### src/design/hb_pkg.sv
package hb_pkg;

    localparam int DEPTH_DEF = 64;
    localparam int VALUE_W   = 32;
    localparam int PADDR_W   = 3;
    localparam int PDATA_W   = 32;

    localparam logic REG_HEAP_ORDER = 1'b0;

    typedef struct packed {
        logic signed [VALUE_W-1:0] value;
        logic                      is_last;
    } t_req;

    typedef struct packed {
        logic signed [VALUE_W-1:0] value_res;
        logic                      is_last_res;
    } t_res;

endpackage

### src/design/hb_mem.sv
module hb_mem #(
    parameter int DEPTH = hb_pkg::DEPTH_DEF,
    parameter int AW    = (DEPTH > 1) ? $clog2(DEPTH) : 1
) (
    input  logic                             i_clk,
    input  logic                             i_we,
    input  logic [AW-1:0]                    i_waddr,
    input  logic signed [hb_pkg::VALUE_W-1:0] i_wdata,
    input  logic [AW-1:0]                    i_raddr_a,
    input  logic [AW-1:0]                    i_raddr_b,
    output logic signed [hb_pkg::VALUE_W-1:0] o_rdata_a,
    output logic signed [hb_pkg::VALUE_W-1:0] o_rdata_b
);

    logic signed [hb_pkg::VALUE_W-1:0] r_mem [DEPTH];

    always_ff @(posedge i_clk) begin
        if (i_we) begin
            r_mem[i_waddr] <= i_wdata;
        end
        o_rdata_a <= r_mem[i_raddr_a];
        o_rdata_b <= r_mem[i_raddr_b];
    end

endmodule

### src/design/hb_ctrl.sv
module hb_ctrl #(
    parameter int DEPTH = hb_pkg::DEPTH_DEF
) (
    input  logic         i_clk,
    input  logic         i_rst_n,
    input  logic         i_start,
    output logic         o_busy,
    input  hb_pkg::t_req i_req,
    input  logic         i_min_mode,
    output logic         o_res_strobe,
    output hb_pkg::t_res o_res
);

    localparam int AW = (DEPTH > 1) ? $clog2(DEPTH) : 1;
    localparam int CW = $clog2(DEPTH + 1);
    localparam int XW = AW + 1;

    typedef enum logic [6:0] {
        ST_LOAD  = 7'b0000001,
        ST_FETCH = 7'b0000010,
        ST_HOLD  = 7'b0000100,
        ST_KIDS  = 7'b0001000,
        ST_CMP   = 7'b0010000,
        ST_PUT   = 7'b0100000,
        ST_EMIT  = 7'b1000000
    } t_state;

    t_state r_state, n_state;
    logic [CW-1:0] r_cnt, n_cnt;
    logic [CW-1:0] r_n, n_n;
    logic [AW-1:0] r_i, n_i;
    logic [AW-1:0] r_pos, n_pos;
    logic [AW-1:0] r_k, n_k;
    logic          r_min, n_min;
    logic signed [hb_pkg::VALUE_W-1:0] r_carry, n_carry;
    logic          r_emit_vld, n_emit_vld;
    logic          r_emit_last, n_emit_last;

    logic                              mem_we;
    logic [AW-1:0]                     mem_waddr;
    logic signed [hb_pkg::VALUE_W-1:0] mem_wdata;
    logic [AW-1:0]                     addr_a, addr_b;
    logic signed [hb_pkg::VALUE_W-1:0] rd_a, rd_b;

    logic [XW-1:0] n_ext, left_idx, right_idx, best_idx, best_left;
    logic          right_ok, cl, cr_c, cr_l, pick_r, pick_l, swap;
    logic signed [hb_pkg::VALUE_W-1:0] best_val;
    logic          accept, run_end;

    function automatic logic ranks_above(input logic signed [hb_pkg::VALUE_W-1:0] a,
                                         input logic signed [hb_pkg::VALUE_W-1:0] b,
                                         input logic min_mode);
        ranks_above = min_mode ? (a < b) : (a > b);
    endfunction

    hb_mem #(.DEPTH(DEPTH), .AW(AW)) u_mem (
        .i_clk     (i_clk),
        .i_we      (mem_we),
        .i_waddr   (mem_waddr),
        .i_wdata   (mem_wdata),
        .i_raddr_a (addr_a),
        .i_raddr_b (addr_b),
        .o_rdata_a (rd_a),
        .o_rdata_b (rd_b)
    );

    assign n_ext     = XW'(r_n);
    assign left_idx  = {r_pos, 1'b1};
    assign right_idx = left_idx + XW'(1);
    assign right_ok  = right_idx < n_ext;

    // rd_a holds the left child, rd_b the right child
    assign cl     = ranks_above(rd_a, r_carry, r_min);
    assign cr_c   = ranks_above(rd_b, r_carry, r_min);
    assign cr_l   = ranks_above(rd_b, rd_a, r_min);
    assign pick_r = right_ok && (cl ? cr_l : cr_c);
    assign pick_l = cl && !pick_r;
    assign swap   = pick_l || pick_r;
    assign best_idx  = pick_r ? right_idx : left_idx;
    assign best_val  = pick_r ? rd_b : rd_a;
    assign best_left = {best_idx[AW-1:0], 1'b1};

    assign accept  = i_start && (r_state == ST_LOAD);
    assign run_end = i_req.is_last || (r_cnt == CW'(DEPTH - 1));

    always_comb begin
        addr_a = left_idx[AW-1:0];
        unique case (r_state)
            ST_EMIT:  addr_a = r_k;
            ST_FETCH: addr_a = r_i;
            default:  addr_a = left_idx[AW-1:0];
        endcase
    end
    assign addr_b = right_idx[AW-1:0];

    always_comb begin
        n_state     = r_state;
        n_cnt       = r_cnt;
        n_n         = r_n;
        n_i         = r_i;
        n_pos       = r_pos;
        n_k         = r_k;
        n_min       = r_min;
        n_carry     = r_carry;
        n_emit_vld  = 1'b0;
        n_emit_last = 1'b0;
        mem_we      = 1'b0;
        mem_waddr   = r_pos;
        mem_wdata   = r_carry;
        unique case (r_state)
            ST_LOAD: begin
                if (accept) begin
                    mem_we    = 1'b1;
                    mem_waddr = r_cnt[AW-1:0];
                    mem_wdata = i_req.value;
                    if (run_end) begin
                        n_cnt = '0;
                        n_n   = r_cnt + CW'(1);
                        n_min = i_min_mode;
                        n_k   = '0;
                        if (r_cnt == '0) begin
                            n_state = ST_EMIT;
                        end else begin
                            n_i     = AW'((r_cnt + CW'(1)) >> 1) - AW'(1);
                            n_state = ST_FETCH;
                        end
                    end else begin
                        n_cnt = r_cnt + CW'(1);
                    end
                end
            end
            ST_FETCH: begin
                n_pos   = r_i;
                n_state = ST_HOLD;
            end
            ST_HOLD: begin
                n_carry = rd_a;
                n_state = ST_CMP;
            end
            ST_KIDS: begin
                n_state = ST_CMP;
            end
            ST_CMP: begin
                mem_we = 1'b1;
                if (swap) begin
                    mem_wdata = best_val;
                    n_pos     = best_idx[AW-1:0];
                    n_state   = (best_left < n_ext) ? ST_KIDS : ST_PUT;
                end else if (r_i == '0) begin
                    n_state = ST_EMIT;
                end else begin
                    n_i     = r_i - AW'(1);
                    n_state = ST_FETCH;
                end
            end
            ST_PUT: begin
                mem_we = 1'b1;
                if (r_i == '0) begin
                    n_state = ST_EMIT;
                end else begin
                    n_i     = r_i - AW'(1);
                    n_state = ST_FETCH;
                end
            end
            ST_EMIT: begin
                n_emit_vld  = 1'b1;
                n_emit_last = (XW'(r_k) + XW'(1)) == n_ext;
                n_k         = r_k + AW'(1);
                if (n_emit_last) begin
                    n_state = ST_LOAD;
                end
            end
            default: begin
                n_state = ST_LOAD;
            end
        endcase
    end

    always_ff @(posedge i_clk) begin
        if (!i_rst_n) begin
            r_state    <= ST_LOAD;
            r_cnt      <= '0;
            r_emit_vld <= 1'b0;
        end else begin
            r_state    <= n_state;
            r_cnt      <= n_cnt;
            r_emit_vld <= n_emit_vld;
        end
    end

    always_ff @(posedge i_clk) begin
        r_n         <= n_n;
        r_i         <= n_i;
        r_pos       <= n_pos;
        r_k         <= n_k;
        r_min       <= n_min;
        r_carry     <= n_carry;
        r_emit_last <= n_emit_last;
    end

    assign o_busy            = (r_state != ST_LOAD);
    assign o_res_strobe      = r_emit_vld;
    assign o_res.value_res   = rd_a;
    assign o_res.is_last_res = r_emit_last;

    a_strobe_after_emit: assert property (@(posedge i_clk) disable iff (!i_rst_n)
        r_emit_vld |-> $past(r_state == ST_EMIT))
        else $error("result strobe without a read in emit");

    a_last_back_to_load: assert property (@(posedge i_clk) disable iff (!i_rst_n)
        (r_emit_vld && r_emit_last) |-> (r_state == ST_LOAD))
        else $error("final result while still working");

    a_cmp_has_child: assert property (@(posedge i_clk) disable iff (!i_rst_n)
        (r_state == ST_CMP) |-> (left_idx < n_ext))
        else $error("compare at a node without children");

    a_no_write_in_emit: assert property (@(posedge i_clk) disable iff (!i_rst_n)
        (r_state == ST_EMIT) |-> !mem_we)
        else $error("store written while emitting");

    a_load_count_bound: assert property (@(posedge i_clk) disable iff (!i_rst_n)
        (r_state == ST_LOAD) |-> (r_cnt < CW'(DEPTH)))
        else $error("element count past depth");

endmodule

### src/design/heap_build_unit.sv
// channel  | handshake                    | payload
// ---------+------------------------------+----------------------------------
// request  | start in, busy out           | i_req  (value, is_last)
// result   | o_res_strobe out, no stall   | o_res  (value_res, is_last_res)
// config   | apb psel/penable/pwrite      | paddr, pwdata, prdata, pready
//
// loading accepts one request per cycle; busy stays low until the run ends.
// build: each sift goes fetch, hold, compare; a winning child moves up, then kids
// and compare again, or put at a leaf; all on the two-read one-write store.
// reset clears control state only; the store is not cleared.
// results come one per cycle, each in the cycle after its emit read, no stall.
module heap_build_unit #(
    parameter int DEPTH = hb_pkg::DEPTH_DEF
) (
    input  logic                         i_clk,
    input  logic                         i_rst_n,
    input  logic                         start,
    output logic                         busy,
    input  hb_pkg::t_req                 i_req,
    output logic                         o_res_strobe,
    output hb_pkg::t_res                 o_res,
    input  logic                         psel,
    input  logic                         penable,
    input  logic                         pwrite,
    input  logic [hb_pkg::PADDR_W-1:0]   paddr,
    input  logic [hb_pkg::PDATA_W-1:0]   pwdata,
    output logic [hb_pkg::PDATA_W-1:0]   prdata,
    output logic                         pready
);

    logic r_heap_order;
    logic hit_order;

    assign pready    = 1'b1;
    assign hit_order = (paddr[2] == hb_pkg::REG_HEAP_ORDER);

    always_ff @(posedge i_clk) begin
        if (!i_rst_n) begin
            r_heap_order <= 1'b0;
        end else if (psel && penable && pwrite && hit_order) begin
            r_heap_order <= pwdata[0];
        end
    end

    assign prdata = hit_order ? {{(hb_pkg::PDATA_W-1){1'b0}}, r_heap_order} : '0;

    hb_ctrl #(.DEPTH(DEPTH)) u_ctrl (
        .i_clk        (i_clk),
        .i_rst_n      (i_rst_n),
        .i_start      (start),
        .o_busy       (busy),
        .i_req        (i_req),
        .i_min_mode   (r_heap_order),
        .o_res_strobe (o_res_strobe),
        .o_res        (o_res)
    );

endmodule
### config.mk
export PLATFORM = sky130hd
export DESIGN_NAME = heap_build_unit
export DESIGN_NICKNAME = d
export VERILOG_FILES = /design/src/design/hb_pkg.sv /design/src/design/hb_mem.sv /design/src/design/hb_ctrl.sv /design/src/design/heap_build_unit.sv
export SDC_FILE = /design/constraint.sdc
export NUM_CORES = 2
export LEC_CHECK = 0
export ABC_AREA = 1
export BUFFER_PORTS_ARGS = -buffer_cell sky130_fd_sc_hd__clkbuf_2
export CELL_PAD_IN_SITES_DETAIL_PLACEMENT = 1
export CELL_PAD_IN_SITES_GLOBAL_PLACEMENT = 1
export CORE_MARGIN = 2
export CORE_UTILIZATION = 53
export CTS_BUF_LIST = sky130_fd_sc_hd__clkbuf_4
export CTS_CLUSTER_SIZE = 30
export DETAILED_ROUTE_END_ITERATION = 16
export GPL_TIMING_DRIVEN = 1
export PLACE_DENSITY_LB_ADDON = 0.05
export SYNTH_ARGS = -nofsm -noshare
export SYNTH_HDL_FRONTEND = slang
export SYNTH_SLANG_ARGS = --single-unit
export TNS_END_PERCENT = 10
### constraint.sdc
create_clock -name i_clk -period 7.2 [get_ports i_clk]
set_clock_uncertainty 0.2 [all_clocks]
set_input_delay 0.72 -clock i_clk [delete_from_list [all_inputs] [get_ports i_clk]]
set_output_delay 0.72 -clock i_clk [all_outputs]
set_load 0.01 [all_outputs]
== Yosys cells after proc, flatten, opt, wreduce, memory -nomap -nowiden ==
Memory sizes are Yosys's and may differ from the RTL's. A register that Yosys moved wholly into a read port is not among the register bits.
Index checks and enable logic that the tools add are counted.

* Bits in registers: 75
* Bits in writable memories: 2048
* Logic and storage cells: 103
* Memories kept: 1

{| class="wikitable"
|+ Memories
! name !! depth !! width !! read ports !! clocked after Yosys merged registers in !! wr ports !! line !! RTL
|-
| u_ctrl.u_mem.r_mem || 64 || 32 || 2 || 2 || 1 || hb_mem.sv:15 || <nowiki>logic signed [hb_pkg::VALUE_W-1:0] r_mem [DEPTH];</nowiki>
|}

* Add/sub/neg operators: 6
* Magnitude comparators: 8
* Equal/unequal tests: 16
* Muxes and demuxes: 38
* Bitwise logic cells: 1
* Reductions and logical operators: 22

{| class="wikitable"
|+ Operator list
! operator !! number
|-
| > comparator 32 bit || 3
|-
| < comparator 32 bit || 3
|-
| two-way mux 32 bit || 3
|-
| two-way mux 6 bit || 12
|-
| case mux 32 bit (2 select lines) || 1
|-
| two-way mux 7 bit || 7
|-
| case mux 7 bit (6 select lines) || 1
|-
| case mux 6 bit (2 select lines) || 3
|-
| case mux 6 bit (3 select lines) || 1
|-
| adder 7 x 1 -> 7 bit, second input constant || 2
|-
| == test 7 x 6 -> 1 bit, second input constant || 2
|-
| < comparator 7 bit || 2
|-
| subtractor 6 x 1 -> 6 bit, second input constant || 2
|-
| two-way mux 1 bit || 9
|-
| AND reduction 3 bit || 3
|-
| inequality test 2 x 1 -> 1 bit, second input constant || 4
|-
| adder 6 x 1 -> 7 bit, second input constant || 1
|-
| == test 7 x 1 -> 1 bit, second input constant || 1
|-
| == test 7 x 2 -> 1 bit, second input constant || 1
|-
| == test 7 x 3 -> 1 bit, second input constant || 1
|-
| == test 7 x 4 -> 1 bit, second input constant || 1
|-
| == test 7 x 5 -> 1 bit, second input constant || 1
|-
| == test 7 bit || 1
|-
| == test 7 bit, second input constant || 1
|-
| other kinds (15) || 25
|}

== Logic depth before layout (Yosys ltp) ==
* Depth in word-level cells: 9
* Depth in mapped cells: 30

== Cells and area by module ==
Synthesis repeated with hierarchy kept, for this count alone.

* Cells, all modules: 12484
* Area, all modules: 111369.3 µm²

{| class="wikitable"
|+ By module, submodules not included
! module !! times used !! cells each !! area an instance (µm²) !! seq. area each (µm²)
|-
| hb_mem || 1 || 11401 || 103655.7 || 62780.2
|-
| hb_ctrl || 1 || 1037 || 7399.6 || 2062.0
|-
| heap_build_unit || 1 || 46 || 314.1 || 20.0
|}

== Least setup slack after synthesis ==
Ideal clock, no wire load.

* Kind: register to register
* From: register u_ctrl.r_pos[0]
* To: memory u_ctrl.u_mem.r_mem[0][10] in the netlist's numbering (data pin)
* Arrival: 5365 ps
* Data required time: 6298 ps
* Path slack: 933 ps
* Cell stages (with the launch flop): 17
* Path buffers: 4
* Period minus slack after synthesis: 6267 ps
* Cell sequence: edfxtp_1 > clkbuf_1 > clkbuf_1 > nand4_1 > nand2_1 > inv_2 > clkbuf_1 > ha_1 > inv_1 > nor2_1 > o21ai_0 > nand2_1 > a21oi_1 > a21oi_1 > nand2_1 > clkbuf_1 > o21ai_0

* Longest elaborated chain between the ends: 8
* Elaborated cells between the ends (all ways): 9
* Those cells by class: 1 x add/sub; 1 x order compare; 3 x mux; 4 x reduce/logical

{| class="wikitable"
|+ RTL lines
! what !! line !! RTL
|-
| from (decl) || hb_ctrl.sv:32 || <nowiki>logic [AW-1:0] r_pos, n_pos;</nowiki>
|-
| from (signal assigned) || hb_ctrl.sv:194 || <nowiki>r_pos <= n_pos;</nowiki>
|-
| adder 7 x 1 -> 7 bit * || hb_ctrl.sv:69 || <nowiki>assign right_idx = left_idx + XW'(1);</nowiki>
|-
| < comparator 7 bit * || hb_ctrl.sv:70 || <nowiki>assign right_ok = right_idx < n_ext;</nowiki>
|-
| logical AND 1 bit * || hb_ctrl.sv:76 || <nowiki>assign pick_r = right_ok && (cl ? cr_l : cr_c);</nowiki>
|-
| logical NOT 1 bit || hb_ctrl.sv:77 || <nowiki>assign pick_l = cl && !pick_r;</nowiki>
|-
| logical AND 1 bit || hb_ctrl.sv:77 ||
|-
| logical OR 1 bit || hb_ctrl.sv:78 || <nowiki>assign swap = pick_l || pick_r;</nowiki>
|-
| two-way mux 32 bit * || hb_ctrl.sv:145 || <nowiki>if (swap) begin</nowiki>
|-
| case mux 32 bit (2 select lines) * || hb_ctrl.sv:110 || <nowiki>unique case (r_state)</nowiki>
|-
| net u_ctrl.mem_wdata, one bit || hb_ctrl.sv:41 || <nowiki>logic signed [hb_pkg::VALUE_W-1:0] mem_wdata;</nowiki>
|-
| to (decl) || hb_mem.sv:15 ||
|}

The timed path passes the listed nets; every way through them passes the cells marked *.

== Worst setup path in the final report ==
* From: register u_ctrl.r_state[4]
* To: memory u_ctrl.u_mem.r_mem[24][29] in the netlist's numbering (enable)

* Longest elaborated chain between the ends: 6
* Elaborated cells between the ends (all ways): 11
* Those cells by class: 3 x eq/ne; 6 x mux; 2 x reduce/logical

{| class="wikitable"
|+ RTL lines
! what !! line !! RTL
|-
| from (decl) || hb_ctrl.sv:28 || <nowiki>t_state r_state, n_state;</nowiki>
|-
| from (signal assigned) || hb_ctrl.sv:185 || <nowiki>r_state <= n_state;</nowiki>
|-
| == test 7 x 1 -> 1 bit || hb_ctrl.sv:83, hb_ctrl.sv:110 ||
|-
| logical AND 1 bit || hb_ctrl.sv:83 || <nowiki>assign accept = i_start && (r_state == ST_LOAD);</nowiki>
|-
| two-way mux 1 bit || hb_ctrl.sv:112 || <nowiki>if (accept) begin</nowiki>
|-
| case mux 1 bit (2 select lines) || hb_ctrl.sv:110 ||
|-
| two-way mux 1 bit || hb_mem.sv:18 || <nowiki>if (i_we) begin</nowiki>
|-
| two-way mux 1 bit (implied by the code) || hb_mem.sv:19 || <nowiki>r_mem[i_waddr] <= i_wdata;</nowiki>
|}

Parallel ways exist; a longest one is shown, timed or not.

==> summary.md <==
| Metric | Value |
|---|---|
| Layout cells sized above 1 | `roughly 14%` |
| Commonest cells in the netlist | `2144 x nor2_1, 2106 x edfxtp_1, 1147 x o21ai_0, 1079 x nand2_1, 512 x nand3_1` |
| First-pass iteration count of the detailed router | `5` |
| Die footprint | `roughly 0.19 mm2` |
| Die Width | `roughly 440 um` |
| Worst Path Arrival | `slightly below 7 ns` |
| Final Instance Area | `approximately 0.11 mm2` |
| Peak VDD IR | `333.9 uV` |
| Antenna violations before repair | `38` |
| # IOs | `~140` |
| DRT iter0 DRCs | `about 11000` |
| Clk slew on worst S/H paths | `around 0.070 ns` |
| CP Data Required Time | `roughly 8 ns` |
| Netlist cell types | `53` |
| Clock sinks | `roughly 2200` |
| Unrepaired setup endpoints after global routing | `false` |
| Post-detail-place hpwl | `between 200000 and 250000 um` |
| Post-synth EDFFs | `roughly 2100` |
| Placed cell area | `about 0.1 mm2` |
| P_leak | `approximately 0.039 uW` |
| Least-Margin Pin Slew | `1.527 ns` |
| FF+latch count, synth | `roughly 2200` |
| Port Buffer Count | `76` |
| CTS Buf Count | `approximately 600` |
| Number of gates resized after cts | `0` |
| Antenna Nets Post-Route | `0` |
| TritonCTS clock tree | `built` |
| # rows | `158` |
| Total track usage | `~40%` |
| Final wirelength | `395600 um` |
| # DRC | `0` |
| Minimum clock period | `around 6 ns` |
| Ys flop type | `edfxtp_1` |
| Fin crit share | `slightly above 80%` |
| H-tree Lvls | `6` |
| Avg Inst Size Synth | `around 11 um2` |
| Syn. warnings | `0` |
| HP Class | `in2reg` |
| Synth area leaders | `edfxtp_1 64%, nor2_1 8.1%, o21ai_0 5.8%` |
| Final Hold Fails | `0` |
| GPL Wtd Cong | `about 0.95` |
| Max cap viols | `2` |
| Clock buffer depth | `4` |
| Yosys top cell area share | `approximately 64%` |
| Clk_lat worst skew | `about 1.5 ns` |
| Vias in the first global route | `~82000` |
| Core Area | `about 0.19 mm2` |
| Gr ovfl total | `0` |
| Cell Pwr Density | `about 380 mW/mm2` |
| Max FO, Critical Path | `22` |
| Pin count of the biggest net entering global routing | `slightly below 200` |
| DR WL/cell | `32.06 um` |
| Layout area overhead | `11.42%` |
| Slew HR | `-2.855%` |
| Mapped Cells | `slightly above 9000` |
| Crit start category | `register` |
| Slew Viols, Final | `2` |
| Critical Path Sink Type | `register` |
| Sequential fraction of the synthesis area | `approximately two thirds` |
| Failing checks | `max-capacitance violations, max-slew violations` |
| Fin nets | `around 9600` |
| Top cell type by total area after synthesis | `edfxtp_1` |
| Async S/R FF share, synth | `0%` |
| Die Y | `roughly 440 um` |
| Starting Density | `between 50% and 60%` |
| Vias | `slightly above 80000` |
| Vias per inst | `6.636` |
| Post-Syn Area | `a little under 0.1 mm2` |
| Final setup TNS | `0 ns` |
| Run status | `finished, violations left` |
| Global-route wire length before repair | `~560000 um` |
| Final setup viols | `0` |
| Maximum clock rate | `0.1674 GHz` |
| CP Class | `reg2reg` |
| CTS root buf | `clkbuf_4` |
| Count leader, synth | `nor2_1` |
==> what timing repair did <==
action,4_1_cts,5_1_grt
endpoints found under the hold margin,349,0
setup endpoints to repair,0,0
buffers inserted,0,0
hold buffers,26,0
==> area by class of cell <==
type,count,area [um2]
Clock buffer,890,6681
Antenna cell,15,37.54
Inverter,164,665.6
Sequential cell,2187,64860
Multi-Input combinational cell,6131,31120
Timing Repair Buffer,356,3118
Clock inverter,118,621.8
Fill cell,19813,75220
Tap cell,2480,3103
==> cell families after synthesis <==
kind of cell               count (synthesis)  synth area share (%)
xor gates and xnor gates                  20                0.1771
muxes                                     64                0.6477
other                                      2              0.007593
adders and majority gates                112                 1.417
DFF                                     2187                 65.58
AOI/OAI and AO/OA                       2099                 13.03
buffers and inverters                    872                 3.871
and+or+nand+nor                         3804                 15.28
==> cell usage in the layout, fill, tap and decap left out, types with 64 or more instances in the layout <==
master | synthesis | final
clkbuf_2 | 1 | 76
o22ai_1 | 260 | 260
o221ai_1 | 64 | 64
a21oi_1 | 81 | 75
mux2i_1 | 64 | 64
o21ai_1 | 35 | 70
o21ai_0 | 1147 | 1101
clkinv_1 | 0 | 84
inv_1 | 156 | 150
nand2_1 | 1079 | 1077
ha_1 | 112 | 111
o32ai_1 | 416 | 416
buf_4 | 53 | 207
clkbuf_4 | 0 | 890
nor2_1 | 2144 | 2086
edfxtp_1 | 2106 | 2106
dfxtp_1 | 81 | 81
nand3_1 | 512 | 503
==> critical path: stages (launching register included) <==
cell     delay (ns)
dfxtp_1        0.34
nor2_4         0.14
nand2_2        0.08
inv_1          0.07
nand4_1        0.15
inv_1          0.42
nand2_1        0.64
o21ai_1        1.22
nand3_1        0.93
nor2_4         0.80
buf_4          0.51
==> path summary, 6_finish.rpt <==
check | cells past startpoint | slack (ns) | from | end
max reg2reg | 10 | 1.23 | u_ctrl.r_state[4]$_SDFFE_PN0P_ | u_ctrl.u_mem.r_mem[24][29]$_DFFE_PP_
min | 4 | 0.16 | i_req[20] | u_ctrl.u_mem.r_mem[21][19]$_DFFE_PP_
max | 10 | 1.23 | u_ctrl.r_state[4]$_SDFFE_PN0P_ | u_ctrl.u_mem.r_mem[24][29]$_DFFE_PP_
min reg2reg | 0 | 0.27 | r_heap_order$_SDFFE_PN0P_ | u_ctrl.r_min$_DFFE_PP_
==> stage by stage <==
stage          util (%)  setup slack [ns]  total power, uW  hold WS [ns]  cells
2_1_floorplan         -            0.9329            24180        0.2082   9190
3_3_place_gp      55.32             1.608            29430        0.2267  11289
3_5_place_dp      55.34             1.521            29910        0.2287  11292
4_1_cts           59.41             1.475            40970      0.007411  12326
5_1_grt           59.42             1.123            42630       0.09482  12329
6_report          59.43             1.226            41370        0.1552  12341
==> state kept, by name, summed over array words and instances (netlist names) <==
signal	cells
u_ctrl.u_mem.r_mem	2048
u_ctrl.r_carry	32
u_ctrl.u_mem.o_rdata_a	32
u_ctrl.u_mem.o_rdata_b	32
u_ctrl.n_ext	7
u_ctrl.r_cnt	7
u_ctrl.r_state	7
u_ctrl.r_i	6
u_ctrl.r_k	6
u_ctrl.r_pos	6
r_heap_order	1
u_ctrl.o_res_strobe	1
u_ctrl.r_emit_last	1
u_ctrl.r_min	1
==> per-layer routing <==
layer | GRT usage, % | vias up | routed length [um] | share of wire, %
met4 | 25.77 | 20 | 26310 | 6.7
met5 | 0 | - | 156 | 0.039
met3 | 12.19 | 1150 | 51760 | 13
li1 | - | 34192 | - | -
met2 | 59.44 | 5555 | 170700 | 43
met1 | 53.46 | 40984 | 146700 | 37
==> report_power, final <==
part	switching (uW)	leakage, uW	internal (uW)
sequential	380	0.0197	17300
clock	5350	0.00442	5820
combinational	10100	0.0145	2460
total	15800	0.0386	25600
No activity file was read; power rests on OpenSTA's default activity.
